===== src/rtl/sle_pkg.sv =====
// Shared types and constants for the serial line editor.
`default_nettype none
package sle_pkg;

  localparam int BYTE_W  = 8;
  localparam int COUNT_W = 6;

  localparam logic [BYTE_W-1:0] CHAR_BS = 8'h08;
  localparam logic [BYTE_W-1:0] CHAR_SP = 8'h20;
  localparam logic [BYTE_W-1:0] CHAR_CR = 8'h0D;
  localparam logic [BYTE_W-1:0] CHAR_LF = 8'h0A;

  localparam logic [COUNT_W-1:0] MAX_LEN_RESET = 6'd32;

  typedef enum logic [1:0] {
    KIND_ECHO = 2'd0,
    KIND_LINE = 2'd1,
    KIND_END  = 2'd2
  } kind_t;

  // Commands from the controller to the datapath.
  typedef struct packed {
    logic  accept;     // take the input byte and update the line
    logic  echo_clr;
    logic  echo_inc;
    logic  rd_clr;
    logic  rd_inc;
    logic  rd_en;      // read the line store at the walk index
    logic  out_load;   // load the output register
    kind_t out_kind;
    logic  count_clr;
  } cmd_t;

  // Status from the datapath to the controller.
  typedef struct packed {
    logic               in_drop;     // byte causes no result
    logic               echo_last;   // current echo byte is the final one
    logic               finish;      // the line ends after the echo
    logic               count_zero;
    logic               rd_last;     // current line byte is the final one
    logic               slot_free;   // output register can take an item
    logic [COUNT_W-1:0] count;
  } sts_t;

endpackage
`default_nettype wire


===== src/rtl/serial_line_editor_unit.sv =====
// Top level of the serial line editor: controller, datapath and port packing.
//
//  channel   direction  signals                       contents
//  cfg       in         cfg_wr_en, cfg_wr_data        max_line_length
//  s         in         s_tvalid/tready/tdata         received byte
//  m         out        m_tvalid/tready/tdata/tuser   echo byte, line byte or line end
//                       m_tlast                       final result of one input byte
//
// An input byte is taken while the controller is idle; each echo item then waits for a free output register.
// A line end walks the line store with a registered RAM read, then an output load, for each
// stored byte, and then loads the end item.
// A result waits in the output register while the next byte can already be taken.
// Stalls on m hold the sequence in place; rst clears the count and sets the maximum to 32.
`default_nettype none
module serial_line_editor_unit #(
  parameter int LINE_MAX = 32
) (
  input  wire logic        clk,
  input  wire logic        rst,
  input  wire logic        cfg_wr_en,
  input  wire logic [5:0]  cfg_wr_data,  // max_line_length
  input  wire logic        s_tvalid,
  output logic             s_tready,
  input  wire logic [7:0]  s_tdata,      // [7:0] rx_byte
  output logic             m_tvalid,
  input  wire logic        m_tready,
  output logic      [15:0] m_tdata,      // [7:0] data_byte, [13:8] line_length, [15:14] zero
  output logic      [1:0]  m_tuser,      // [1:0] item_kind
  output logic             m_tlast       // last_of_run
);

  sle_pkg::cmd_t  cmd;
  sle_pkg::sts_t  sts;
  sle_pkg::kind_t out_kind;
  logic [sle_pkg::BYTE_W-1:0]  out_data;
  logic [sle_pkg::COUNT_W-1:0] out_len;

  sle_ctrl u_ctrl (
    .clk      (clk),
    .rst      (rst),
    .in_valid (s_tvalid),
    .in_ready (s_tready),
    .sts      (sts),
    .cmd      (cmd)
  );

  sle_datapath #(
    .LINE_MAX (LINE_MAX)
  ) u_dp (
    .clk         (clk),
    .rst         (rst),
    .cfg_wr_en   (cfg_wr_en),
    .cfg_wr_data (cfg_wr_data),
    .in_byte     (s_tdata),
    .cmd         (cmd),
    .sts         (sts),
    .out_valid   (m_tvalid),
    .out_ready   (m_tready),
    .out_kind    (out_kind),
    .out_data    (out_data),
    .out_len     (out_len),
    .out_last    (m_tlast)
  );

  assign m_tdata = {2'b00, out_len, out_data};
  assign m_tuser = out_kind;

  a_count_bound: assert property (@(posedge clk) disable iff (rst)
    sts.count <= sle_pkg::COUNT_W'(LINE_MAX))
    else $error("line count exceeds the line store depth");

  a_end_is_last: assert property (@(posedge clk) disable iff (rst)
    m_tvalid && m_tuser == sle_pkg::KIND_END |-> m_tlast)
    else $error("line end item without last flag");

  a_len_only_on_end: assert property (@(posedge clk) disable iff (rst)
    m_tvalid && m_tuser != sle_pkg::KIND_END |-> m_tdata[13:8] == '0)
    else $error("length set on an echo or line byte item");

  a_drop_keeps_ready: assert property (@(posedge clk) disable iff (rst)
    s_tvalid && s_tready && s_tdata == '0 |=> s_tready)
    else $error("ignored byte started a sequence");

endmodule
`default_nettype wire


===== src/rtl/sle_ram.sv =====
// Generic single-write, single-read RAM with registered read data.
`default_nettype none
module sle_ram #(
  parameter int WIDTH = 8,
  parameter int DEPTH = 32
) (
  input  wire logic                            clk,
  input  wire logic                            wr_en,
  input  wire logic [$clog2(DEPTH > 1 ? DEPTH : 2)-1:0] wr_addr,
  input  wire logic [WIDTH-1:0]                wr_data,
  input  wire logic                            rd_en,
  input  wire logic [$clog2(DEPTH > 1 ? DEPTH : 2)-1:0] rd_addr,
  output logic      [WIDTH-1:0]                rd_data
);

  logic [WIDTH-1:0] mem [DEPTH];

  always_ff @(posedge clk) begin
    if (wr_en) begin
      mem[wr_addr] <= wr_data;
    end
    if (rd_en) begin
      rd_data <= mem[rd_addr];
    end
  end

endmodule
`default_nettype wire


===== src/rtl/sle_datapath.sv =====
// Datapath: line count, config register, echo selection, line store and output register.
`default_nettype none
module sle_datapath #(
  parameter int LINE_MAX = 32
) (
  input  wire logic                           clk,
  input  wire logic                           rst,
  input  wire logic                           cfg_wr_en,
  input  wire logic [sle_pkg::COUNT_W-1:0]    cfg_wr_data,
  input  wire logic [sle_pkg::BYTE_W-1:0]     in_byte,
  input  wire sle_pkg::cmd_t                  cmd,
  output sle_pkg::sts_t                       sts,
  output logic                                out_valid,
  input  wire logic                           out_ready,
  output sle_pkg::kind_t                      out_kind,
  output logic      [sle_pkg::BYTE_W-1:0]     out_data,
  output logic      [sle_pkg::COUNT_W-1:0]    out_len,
  output logic                                out_last
);

  localparam int AW = $clog2(LINE_MAX > 1 ? LINE_MAX : 2);
  localparam logic [sle_pkg::COUNT_W-1:0] LIMIT = sle_pkg::COUNT_W'(LINE_MAX);

  logic [sle_pkg::BYTE_W-1:0]  byte_q;
  logic [sle_pkg::COUNT_W-1:0] count;
  logic [sle_pkg::COUNT_W-1:0] max_cfg;
  logic [sle_pkg::COUNT_W-1:0] rd_idx;
  logic [1:0]                  echo_idx;
  logic [sle_pkg::COUNT_W-1:0] eff_max;
  logic [sle_pkg::BYTE_W-1:0]  echo_byte;
  logic [sle_pkg::BYTE_W-1:0]  ram_rdata;
  logic                        in_bs;
  logic                        in_term;
  logic                        q_bs;
  logic                        q_cr;
  logic                        q_term;
  logic                        store_wr;

  assign in_bs   = (in_byte == sle_pkg::CHAR_BS);
  assign in_term = (in_byte == sle_pkg::CHAR_CR) || (in_byte == sle_pkg::CHAR_LF);
  assign q_bs    = (byte_q == sle_pkg::CHAR_BS);
  assign q_cr    = (byte_q == sle_pkg::CHAR_CR);
  assign q_term  = q_cr || (byte_q == sle_pkg::CHAR_LF);

  // A stored byte is dropped once the line store is full.
  assign store_wr = cmd.accept && !in_bs && !in_term && (count < LIMIT);

  always_comb begin
    eff_max = max_cfg;
    if (max_cfg == '0) begin
      eff_max = sle_pkg::COUNT_W'(1);
    end else if (max_cfg > LIMIT) begin
      eff_max = LIMIT;
    end
  end

  // Backspace echoes BS, SP, BS; carriage return echoes LF then CR.
  always_comb begin
    echo_byte = byte_q;
    if (q_bs && echo_idx == 2'd1) begin
      echo_byte = sle_pkg::CHAR_SP;
    end else if (q_cr && echo_idx == 2'd0) begin
      echo_byte = sle_pkg::CHAR_LF;
    end
  end

  always_comb begin
    sts.in_drop    = (in_byte == '0) || in_byte[sle_pkg::BYTE_W-1] ||
                     (in_bs && count == '0);
    sts.echo_last  = q_bs ? (echo_idx == 2'd2) : (q_cr ? (echo_idx == 2'd1) : 1'b1);
    sts.finish     = q_term || (count >= eff_max);
    sts.count_zero = (count == '0);
    sts.rd_last    = (sle_pkg::COUNT_W'(rd_idx + 1'b1) == count);
    sts.slot_free  = !out_valid || out_ready;
    sts.count      = count;
  end

  sle_ram #(
    .WIDTH (sle_pkg::BYTE_W),
    .DEPTH (LINE_MAX)
  ) u_store (
    .clk     (clk),
    .wr_en   (store_wr),
    .wr_addr (count[AW-1:0]),
    .wr_data (in_byte),
    .rd_en   (cmd.rd_en),
    .rd_addr (rd_idx[AW-1:0]),
    .rd_data (ram_rdata)
  );

  always_ff @(posedge clk) begin
    if (rst) begin
      count     <= '0;
      max_cfg   <= sle_pkg::MAX_LEN_RESET;
      out_valid <= 1'b0;
    end else begin
      if (cfg_wr_en) begin
        max_cfg <= cfg_wr_data;
      end
      if (cmd.count_clr) begin
        count <= '0;
      end else if (cmd.accept && in_bs) begin
        count <= count - 1'b1;
      end else if (store_wr) begin
        count <= count + 1'b1;
      end
      if (cmd.out_load) begin
        out_valid <= 1'b1;
      end else if (out_ready) begin
        out_valid <= 1'b0;
      end
    end
  end

  always_ff @(posedge clk) begin
    if (cmd.accept) begin
      byte_q <= in_byte;
    end
    if (cmd.echo_clr) begin
      echo_idx <= '0;
    end else if (cmd.echo_inc) begin
      echo_idx <= echo_idx + 1'b1;
    end
    if (cmd.rd_clr) begin
      rd_idx <= '0;
    end else if (cmd.rd_inc) begin
      rd_idx <= rd_idx + 1'b1;
    end
    if (cmd.out_load) begin
      out_kind <= cmd.out_kind;
      unique case (cmd.out_kind)
        sle_pkg::KIND_ECHO: begin
          out_data <= echo_byte;
          out_len  <= '0;
          out_last <= sts.echo_last && !sts.finish;
        end
        sle_pkg::KIND_LINE: begin
          out_data <= ram_rdata;
          out_len  <= '0;
          out_last <= 1'b0;
        end
        default: begin
          out_data <= '0;
          out_len  <= count;
          out_last <= 1'b1;
        end
      endcase
    end
  end

endmodule
`default_nettype wire


===== src/rtl/sle_ctrl.sv =====
// Controller state machine: echo sequence, line walk and line end.
`default_nettype none
module sle_ctrl (
  input  wire logic          clk,
  input  wire logic          rst,
  input  wire logic          in_valid,
  output logic               in_ready,
  input  wire sle_pkg::sts_t sts,
  output sle_pkg::cmd_t      cmd
);

  typedef enum logic [4:0] {
    S_IDLE = 5'b00001,
    S_ECHO = 5'b00010,
    S_READ = 5'b00100,
    S_LINE = 5'b01000,
    S_END  = 5'b10000
  } state_t;

  state_t state;
  state_t state_next;

  assign in_ready = (state == S_IDLE);

  always_comb begin
    state_next   = state;
    cmd          = '0;
    cmd.out_kind = sle_pkg::KIND_ECHO;
    unique case (state)
      S_IDLE: begin
        // Ignored bytes are consumed without leaving idle.
        if (in_valid && !sts.in_drop) begin
          cmd.accept   = 1'b1;
          cmd.echo_clr = 1'b1;
          state_next   = S_ECHO;
        end
      end
      S_ECHO: begin
        cmd.out_kind = sle_pkg::KIND_ECHO;
        if (sts.slot_free) begin
          cmd.out_load = 1'b1;
          if (!sts.echo_last) begin
            cmd.echo_inc = 1'b1;
          end else if (!sts.finish) begin
            state_next = S_IDLE;
          end else if (sts.count_zero) begin
            state_next = S_END;
          end else begin
            cmd.rd_clr = 1'b1;
            state_next = S_READ;
          end
        end
      end
      S_READ: begin
        cmd.rd_en  = 1'b1;
        state_next = S_LINE;
      end
      S_LINE: begin
        cmd.out_kind = sle_pkg::KIND_LINE;
        if (sts.slot_free) begin
          cmd.out_load = 1'b1;
          cmd.rd_inc   = 1'b1;
          state_next   = sts.rd_last ? S_END : S_READ;
        end
      end
      S_END: begin
        cmd.out_kind = sle_pkg::KIND_END;
        if (sts.slot_free) begin
          cmd.out_load  = 1'b1;
          cmd.count_clr = 1'b1;
          state_next    = S_IDLE;
        end
      end
      default: begin
        state_next = S_IDLE;
      end
    endcase
  end

  always_ff @(posedge clk) begin
    if (rst) begin
      state <= S_IDLE;
    end else begin
      state <= state_next;
    end
  end

endmodule
`default_nettype wire

===== config.mk =====
export PLATFORM = sky130hd
export DESIGN_NAME = serial_line_editor_unit
export DESIGN_NICKNAME = d
export VERILOG_FILES = /design/src/rtl/sle_pkg.sv /design/src/rtl/serial_line_editor_unit.sv /design/src/rtl/sle_ram.sv /design/src/rtl/sle_datapath.sv /design/src/rtl/sle_ctrl.sv
export SDC_FILE = /design/constraint.sdc
export NUM_CORES = 1
export LEC_CHECK = 0
export BUFFER_PORTS_ARGS = -buffer_cell sky130_fd_sc_hd__buf_2
export CORE_ASPECT_RATIO = 1.25
export CORE_MARGIN = 1.5
export CORE_UTILIZATION = 60
export CTS_BUF_LIST = sky130_fd_sc_hd__clkbuf_16
export CTS_CLUSTER_DIAMETER = 100
export DETAILED_ROUTE_END_ITERATION = 8
export GPL_TIMING_DRIVEN = 1
export PLACE_DENSITY = 0.87
export SLEW_MARGIN = 10
export SYNTH_ARGS = -nofsm -noshare
export SYNTH_HDL_FRONTEND = slang
export SYNTH_SLANG_ARGS = --single-unit

===== constraint.sdc =====
create_clock -name clk -period 4.7 [get_ports clk]
set_clock_uncertainty 0.1 [all_clocks]
set_input_delay 0.235 -clock clk [delete_from_list [all_inputs] [get_ports clk]]
set_output_delay 0.235 -clock clk [all_outputs]
set_load 0.01 [all_outputs]

Yosys cells after proc, flatten, opt, wreduce, memory -nomap -nowiden
Memory sizes are Yosys's and may differ from the RTL's. A register that Yosys moved wholly into a read port is not among the register bits.
Index checks and enable logic that the tools add are counted.
W data, S select, Z words.
- reductions and logical operators: 30
- shift-type cells: 0
- divide/modulo/power cells: 0
- multiplexer cells: 36
- magnitude comparators: 3
- bitwise logic cells: 0
- equality and inequality tests: 20
- $add $sub $neg: 4
- multiply operators: 0
- operators by type and width (kind ; number):
    $eq A8 B4 Y1 const B ; 6
    $mux W5 ; 8
    $pmux W5 S5 ; 1
    $mux W6 ; 4
    $mux W8 ; 2
    $pmux W8 S2 ; 1
    $mux W1 ; 14
    $add A6 B1 Y6 const B ; 2
    $logic_not A6 Y1 ; 2
    $logic_and A1 B1 Y1 ; 9
    $pmux W3 S3 ; 1
    $logic_not A8 Y1 ; 1
    $mux W2 ; 4
    $eq A6 B6 Y1 ; 1
    $ge A6 B6 Y1 ; 1
    $gt A6 B6 Y1 const B ; 1
    $logic_or A1 B1 Y1 ; 6
    $lt A6 B6 Y1 const B ; 1
    $ne A2 B2 Y1 const B ; 3
    $sub A6 B1 Y6 const B ; 1
    $eq A5 B1 Y1 const B ; 1
    $eq A5 B2 Y1 const B ; 1
    $eq A5 B3 Y1 const B ; 1
    $eq A5 B4 Y1 const B ; 1
    11 further kinds ; 20
- bits in latches: 0
- input port bits: 19
- memory bits (read-only): 0
- memory bits (writable): 256
- memories: 1
- bits in registers: 51
- memory list (name ; depth ; bits a word ; rd ports ; clocked after memory_dff ; write ports ; RTL line ; text):
    u_dp.u_store.mem ; 32 ; 8 ; 1 ; 1 ; 1 ; sle_ram.sv:16 ; logic [WIDTH-1:0] mem [DEPTH];

Logic depth before layout (Yosys ltp)
Gate-level depths: netlist of the first run.
- word-level depth: 12
- gate-level depth with buffers: 14

Hierarchy
A second synthesis of the first run with hierarchy kept.
- cell total of the unflattened synthesis: 705
- area total of the unflattened synthesis: 13085.0 um2
- by module, submodules not included (module ; cells an instance ; seq. area each (um2) ; area an instance (um2) ; instances):
    sle_ram ; 417 ; 7927.6 ; 10133.5 ; 1
    sle_datapath ; 228 ; 1171.1 ; 2439.8 ; 1
    sle_ctrl ; 57 ; 100.1 ; 493.0 ; 1
    serial_line_editor_unit ; 3 ; 0.0 ; 18.8 ; 1

Least setup slack after synthesis of the first run
OpenSTA, ideal clock, no wires.
- path kind: register to register
- start point: register u_dp.count[1] (netlist bit)
- end point: register u_dp.count[5] (netlist bit)
- arrival time: 2857 ps
- stages on the path, launching flop included: 14
- setup time: 86 ps
- slack: 1656 ps
- path through: dfxtp_1 -> or2_2 -> buf_6 -> o21ai_1 -> a311o_2 -> inv_2 -> and3_1 -> ha_1 -> a21o_1 -> a21oi_1 -> o21bai_1 -> a21oi_1 -> o21ai_0 -> a221oi_2
- cells in the longest elaborated chain, start to end: 11
- elaborated cells between the ends (all ways): 17
- ends and longest elaborated chain (what ; RTL line ; text):
    start: declaration ; sle_datapath.sv:25 ; logic [sle_pkg::COUNT_W-1:0] count;
    start signal: assignment ; sle_datapath.sv:103 ; count <= count - 1'b1;
    start signal: assignment ; sle_datapath.sv:105 ; count <= count + 1'b1;
    $logic_not A6 Y1 ; sle_datapath.sv:69 ; (in_bs && count == '0);
    $logic_and A1 B1 Y1 ; sle_datapath.sv:69 ;
    $logic_or A1 B1 Y1 ; sle_datapath.sv:68 ; sts.in_drop = (in_byte == '0) || in_byte[sle_pkg::BYTE_W-1] ||
    $logic_not A1 Y1 ; sle_ctrl.sv:32 ; if (in_valid && !sts.in_drop) begin
    $logic_and A1 B1 Y1 ; sle_ctrl.sv:32 ;
    $mux W2 ; sle_ctrl.sv:32 ;
    $mux W2 ; sle_ctrl.sv:29 ; unique case (state)
    $logic_and A1 B1 Y1 (3 in a row) ; sle_datapath.sv:46 ; assign store_wr = cmd.accept && !in_bs && !in_term && (count < LIMIT);
    $reduce_bool A2 Y1 (no source line) ; n/a ;
Several ways; a longest one is shown, not always the timed one. The select of a mux whose other input is x is not followed.
A chain may end at the register's enable or synchronous reset.

Final worst setup path of the first run
Same ends and word-level chain as after synthesis.

==> summary.md, run 1 <==
| Metric | Value |
|---|---|
| Outcome | `complete, no violations` |
| Synth area leaders | `edfxtp_1 (68%), mux4_2 (14%), dfxtp_1 (4.1%)` |
| Maximum clock rate | `263 MHz` |
| Vias post-DR | `6952` |
| Worst setup EP type | `flip-flop` |
| Clock Path Buffers | `3` |
| Worst setup SP type | `flip-flop` |
| Synth Register Bits | `315` |
| Share of the synthesized area in the top cell type | `0.677` |
| All-layer global routing usage | `0.268` |
| Crit path time final | `3.80 ns` |
| Htree depth | `1` |
| Yosys warns | `0` |
| Filler instances | `1225` |
| Antenna diodes | `0` |
| Synth Area in Simple Gates | `0.0573` |
| Critical path class | `flip-flop to flip-flop` |
| Die height | `166 µm` |
| CP Buf/Inv Count | `1` |
| Total core area | `0.0209 mm²` |
| Pwr Total | `5.47 mW` |
| Initial Utilization | `0.614` |
| Most common flop cell mapped by yosys | `edfxtp_1` |
| Latest clock arrival within the worst-skew pair | `0.54 ns` |
| First-pass GRT wire length | `44100 µm` |
| Post-Layout Cell Count | `1052` |
| Die width | `134 µm` |
| Via/cell ratio | `6.61` |
| Mapped Area | `0.0128 mm²` |
| Main combinational cell family by area after synthesis | `multiplexers` |
| Post-synthesis compound-gate area fraction | `0.0266` |
| # rows | `59` |
| Synth Area in XOR/XNOR | `0.0123` |
| Critical Path Fanout Max | `15` |
| Async SR Flop Fraction | `0` |
| Count leader, synth | `edfxtp_1` |
| Clock transition at the registers of the reported paths | `0.07 ns` |
| P_leak | `4.61 nW` |
| Share of layout cells above drive strength 1 | `0.231` |
| I/O pin cnt | `40` |
| CTS root buffer | `clkbuf_16` |
| Synth cell count leaders | `edfxtp_1 (289), mux4_2 (80), nor2_1 (72)` |
| Hold-critical path depth | `3` |
| Crit-path cells | `or2_2, o21ai_1, a311o_2, inv_2, and3_1, ha_1, a21o_1, a21oi_1, o21bai_1, a21oi_1, o21ai_0, a221oi_2` |
| Setup violators final | `0` |
| Area delta synth->final | `11.6%` |
| Slew Limit Fails | `0` |
| Reg2reg start | `u_dp.count[1]` |
| Largest net degree at the start of global routing | `39` |
| Drt wl/cell | `27.0 µm` |
| Full die area | `0.0223 mm²` |
| Syn avg cell area | `18.3 µm²` |
| Nets@finish | `794` |
| Hold Crit Class | `primary input to flip-flop` |
| Setup repair bufs after CTS | `0` |
| PD cells | `382 mW/mm²` |
| Post-synth cell types | `55` |
| Clock Sinks | `315` |
| Antenna violations before repair | `0` |
| # resized after CTS | `0` |
| Slowest-stage cell, CP | `dfxtp_1` |
| First-pass iteration count of the detailed router | `5` |
| Flop2flop setup slack | `0.90 ns` |
| Slew of the pin with the lowest slew margin | `1.28 ns` |
| Post-Route WL | `28400 µm` |
| Worst slew margin | `0.143` |
| Worst endpoint data arrival time | `4.14 ns` |
| Vias in the first global route | `7221` |
| Routed Antenna Nets | `0` |
| Max incr delay on CP | `0.54 ns` |
| Max cap viols | `0` |
| Worst setup path startpoint | `u_dp.count[1]` |
| CP top delay family | `compound AO/OA/AOI/OAI gates` |
| Final setup TNS | `0 ns` |
| Post-Place Cells | `989` |
| Worst Reg-to-Reg Cells | `12` |
| Buffers on Ports | `37` |
| DRC marker count from the first detailed-route iteration | `844` |
| Residual DRC | `0` |
| Number of synthesized flops with an enable pin | `289` |
| Grt total ovfl | `0` |
| Period utilisation layout | `0.808` |
| Required time worst endpoint | `5.04 ns` |
| CP most frequent cell | `a21oi_1` |
| R2r endpoint | `u_dp.count[5]` |
| Global placer's final weighted congestion | `0.888` |
| Multiplexer area fraction after synthesis | `0.155` |
| CTS Hold Buffers Added | `15` |
| Sequential share of the synthesized area | `0.718` |
| Min-delay src | `cfg_wr_en` |
| VDD IR max | `0.297 mV` |
| Hpwl dp | `17300 µm` |
| RSZ-0062 raised after global routing | `no` |
| Final Hold Vio Count | `0` |
| TritonCTS buffer count | `28` |
| Adder and majority gate portion of the synthesized area | `0.0152` |
| Cells after synthesis | `699` |
| WHS Endpoint | `u_dp.max_cfg[4]` |
| Yosys top cell by area | `edfxtp_1` |
| TritonCTS clock tree | `done` |
## worst max-delay path by stage
stage,endpoint,slack [ns],cells after the start
CTS,u_dp.count[5],0.97,12
global route,u_dp.count[5],0.67,12
finish,u_dp.count[5],0.90,12
floorplan,u_dp.count[5],1.66,13
detailed placement,u_dp.count[5],1.18,12
global placement,u_dp.count[5],1.29,12
## layer usage
layer	GRT usage	share of wire	vias to the layer above
met5	0	0	-
met4	0.121	0.051	0
met3	0.0487	0.072	91
met2	0.443	0.50	399
met1	0.352	0.38	3565
li1	-	-	2897
## per-stage QoR
step                      utilization  hold WS, ns  instance area, µm²  setup WS [ns]
after floorplan                     -        0.234               12800           1.66
after global placement          0.636        0.364               13300           1.29
after detailed placement        0.636        0.377               13300           1.18
after CTS                       0.685       0.0234               14300          0.972
after global routing            0.685       0.0537               14300          0.674
final                           0.685       0.0374               14300          0.905
## area by class of cell
type,instances,area (µm²),area share
repair buffers,63,430,0.0301
clock inverters,19,135,0.00945
flip-flops and latches,315,9200,0.643
clock buffers,29,726,0.0507
multi-input cells,339,3420,0.239
inverters,13,48.8,0.00341
well taps,274,343,0.0240
## placed cells by master, fill, tap and decap left out, types with 4 or more instances in the layout
cell / netlist / final
a21oi_1: 12 / 12
a22o_1: 6 / 6
a31oi_1: 5 / 5
and2_1: 5 / 5
and3_1: 6 / 6
and4_1: 4 / 4
buf_2: 3 / 37
buf_4: 4 / 10
clkbuf_16: 0 / 29
clkinv_1: 0 / 7
clkinv_2: 0 / 5
dfxtp_1: 26 / 24
dlygate4sd3_1: 0 / 15
edfxtp_1: 289 / 289
ha_1: 14 / 14
inv_1: 12 / 16
mux2_2: 8 / 8
mux2i_1: 9 / 9
mux4_2: 80 / 80
nand2_1: 25 / 25
nand2b_1: 6 / 6
nand3_1: 11 / 11
nor2_1: 72 / 72
nor2b_1: 5 / 5
nor3_1: 6 / 6
o21ai_0: 10 / 10
or3_1: 4 / 4
xnor2_1: 15 / 15
## where the power goes
group / internal (mW) / switching [mW] / leakage [nW]
clock network: 1.22 / 0.961 / 0.442
logic: 0.0789 / 0.122 / 1.35
registers: 3.07 / 0.0207 / 2.82
total: 4.37 / 1.10 / 4.61
## sequential cells by signal, indices dropped and copies added (netlist names), 5 cells and up
| name | flops |
|---|---|
| u_dp.count | 6 |
| u_dp.u_store.mem | 256 |
| u_dp.out_len | 6 |
| u_dp.out_data | 8 |
| u_dp.u_store.rd_data | 8 |
| u_ctrl.state | 5 |
| u_dp.rd_idx | 6 |
| u_dp.byte_q | 8 |
| u_dp.max_cfg | 6 |
## worst min-delay path, stage by stage
cell,delay (ns)
buf_2,0.18
mux2i_1,0.10
nor2_1,0.10
## cell families (layout without fill, tap and decap cells)
group	after synthesis	count (layout)
flops	315	315
simple gates	156	156
mux	97	97
compound gates	51	51
buf+inv	46	124
xor+xnor	18	18
fa+ha+maj	15	15
other cells	1	2
Note: power is estimated with default switching activity, not from simulation.
==> run 2: changes to the inputs <==
==> constraint.sdc (replaced) <==
create_clock -name clk -period 3.9 [get_ports clk]
set_clock_uncertainty 0.1 [all_clocks]
set_input_delay 0.195 -clock clk [delete_from_list [all_inputs] [get_ports clk]]
set_output_delay 0.195 -clock clk [all_outputs]
set_load 0.01 [all_outputs]
==> run 2 against run 1 <==
Compared with the run above: maximum frequency is 4.2% higher; utilization rose by 1.3 points; clock power up 22%; worst setup slack worse by 0.65 ns; die area stayed put; critical path depth unchanged; final cell count rose by 2.9%; largest power group unchanged.
==> summary.md, run 2 (synthesized netlist as in run 1, its figures left out) <==
| Metric | Value |
|---|---|
| Met1 usage | `0.358` |
| Critical Path Fanout Max | `15` |
| Clock transition at the registers of the reported paths | `0.06 ns` |
| VDD IR max | `0.331 mV` |
| Crit-path cells | `or2_2, o21ai_1, a311o_2, inv_2, and3_1, ha_1, a21o_1, a21oi_1, o21bai_1, a21oi_1, o21ai_0, a221oi_2` |
| Largest net degree at the start of global routing | `38` |
| Vias post-DR | `7134` |
| Full die area | `0.0223 mm²` |
| CTS root buffer | `clkbuf_16` |
| # rows | `59` |
| Total core area | `0.0209 mm²` |
| Share of layout cells above drive strength 1 | `0.261` |
| TritonCTS clock tree | `done` |
| Commonest non-fill, non-tap cell in the layout | `edfxtp_1` |
| Clock Sinks | `315` |
| Filler instances | `1181` |
| First-pass iteration count of the detailed router | `5` |
| Max incr delay on CP | `0.51 ns` |
| Grt total ovfl | `0` |
| Worst setup SP type | `flip-flop` |
| Hold Crit Class | `primary input to flip-flop` |
| Met3 GRT Util | `0.0429` |
| Antenna diodes | `0` |
| Htree depth | `1` |
| Setup violators final | `0` |
| DRC marker count from the first detailed-route iteration | `888` |
| Worst endpoint data arrival time | `4.01 ns` |
| Global placer's final weighted congestion | `0.901` |
| Period utilisation layout | `0.934` |
| Gr busiest metal | `met2` |
| Post-Layout Cell Count | `1082` |
| TritonCTS buffer count | `29` |
| Slew Limit Fails | `0` |
| Via/cell ratio | `6.59` |
| R2r endpoint | `u_dp.count[5]` |
| Hold-critical path depth | `4` |
| Critical path class | `flip-flop to flip-flop` |
| Vias in the first global route | `7252` |
| Die width | `134 µm` |
| Worst slew margin | `0.250` |
| Antenna violations before repair | `2` |
| Crit path time final | `3.64 ns` |
| All-layer global routing usage | `0.271` |
| Grt met2 use | `0.455` |
| Most frequent cells in the layout | `edfxtp_1 (289), mux4_2 (80), nor2_1 (72)` |
| Drt wl/cell | `27.0 µm` |
| Post-Route WL | `29300 µm` |
| Setup repair bufs after CTS | `0` |
| Worst Reg-to-Reg Cells | `12` |
| Buffers on Ports | `37` |
| First-pass GRT wire length | `44200 µm` |
| Max FFs per register | `256` |
| Maximum clock rate | `275 MHz` |
| Outcome | `complete, no violations` |
| PD cells | `457 mW/mm²` |
| Final Hold Vio Count | `0` |
| Area delta synth->final | `13.6%` |
| Largest Register | `u_dp.u_store.mem` |
| WHS Endpoint | `u_ctrl.state[1]` |
| P_leak | `4.77 nW` |
| Slowest-stage cell, CP | `dfxtp_1` |
| Required time worst endpoint | `4.27 ns` |
| RSZ-0062 raised after global routing | `no` |
| Flop2flop setup slack | `0.26 ns` |
| Slew of the pin with the lowest slew margin | `1.12 ns` |
| Residual DRC | `0` |
| Worst setup EP type | `flip-flop` |
| Clock Path Buffers | `3` |
| I/O pin cnt | `40` |
| Max cap viols | `0` |
| Routed Antenna Nets | `0` |
| CP most frequent cell | `a21oi_1` |
| Latest clock arrival within the worst-skew pair | `0.55 ns` |
| Min-delay src | `s_tvalid` |
| Die height | `166 µm` |
| Post-Place Cells | `1013` |
| Final setup TNS | `0 ns` |
| Hpwl dp | `17900 µm` |
| Nets@finish | `823` |
| Reg2reg start | `u_dp.count[0]` |
| Initial Utilization | `0.614` |
[run 2: cell types whose count changed in the layout (fill, tap and decap cells not counted), moves of 2 or more]
cell,before,now
clkinv_2,5,8
clkinvlp_4,0,2
clkinv_1,7,3
buf_4,10,33
dlygate4sd3_1,15,19
[run 2: timing repair]
item / CTS / global route
hold buffers: 19 / 0
gates resized for setup: 0 / 0
hold endpoints to repair: 10 / 0
[run 2: cell type report]
| type | instances | area (µm²) | area share |
|---|---|---|---|
| clock buffer | 29 | 726 | 0.0498 |
| sequential | 315 | 9200 | 0.632 |
| timing repair buffer | 91 | 663 | 0.0455 |
| tap | 274 | 343 | 0.0235 |
| clock inverter | 21 | 164 | 0.0113 |
| multi-input combinational | 339 | 3420 | 0.235 |
| inverter | 13 | 48.8 | 0.00335 |
[run 2: where the power goes]
part	switching (mW)	internal, mW	total (mW)
Sequential	0.0194	3.70	3.72
Combinational	0.161	0.105	0.266
Clock	1.19	1.48	2.67
Total	1.37	5.29	6.66
[run 2: worst max-delay path by stage]
stage	from	end	depth (start not counted)
after global routing	u_dp.count[0]	u_dp.count[5]	12
after CTS	u_dp.count[0]	u_dp.count[5]	12
after global placement	s_tdata[7]	u_dp.count[5]	12
final	u_dp.count[0]	u_dp.count[5]	12
after floorplan	u_dp.count[1]	u_dp.count[5]	13
after detailed placement	s_tdata[7]	u_dp.count[5]	12
[run 2: metal layers]
metal,routed length (µm),vias up
li1,-,2955
met3,2410,77
met2,14700,466
met5,0,-
met1,10800,3636
met4,1310,0
[run 2: worst max-delay path: cells and delay by family, from the launching register on]
kind            cells  cell delay (ns)
simple gates        2             0.71
compound gates      8             1.73
flops               1             0.51
fa+ha+maj           1             0.29
buf+inv             1             0.23
[run 2: metrics by stage]
stage               total power, mW  setup slack [ns]  hold WS (ns)  cell area (µm²)   util
floorplan                      3.92             0.856         0.194            12800      -
global placement               4.02             0.430         0.314            13500  0.646
detailed placement             4.03             0.274         0.318            13500  0.646
CTS                            6.67             0.305        0.0202            14600  0.697
global route                   6.83            0.0966        0.0381            14600  0.697
finish                         6.66             0.257        0.0416            14600  0.697
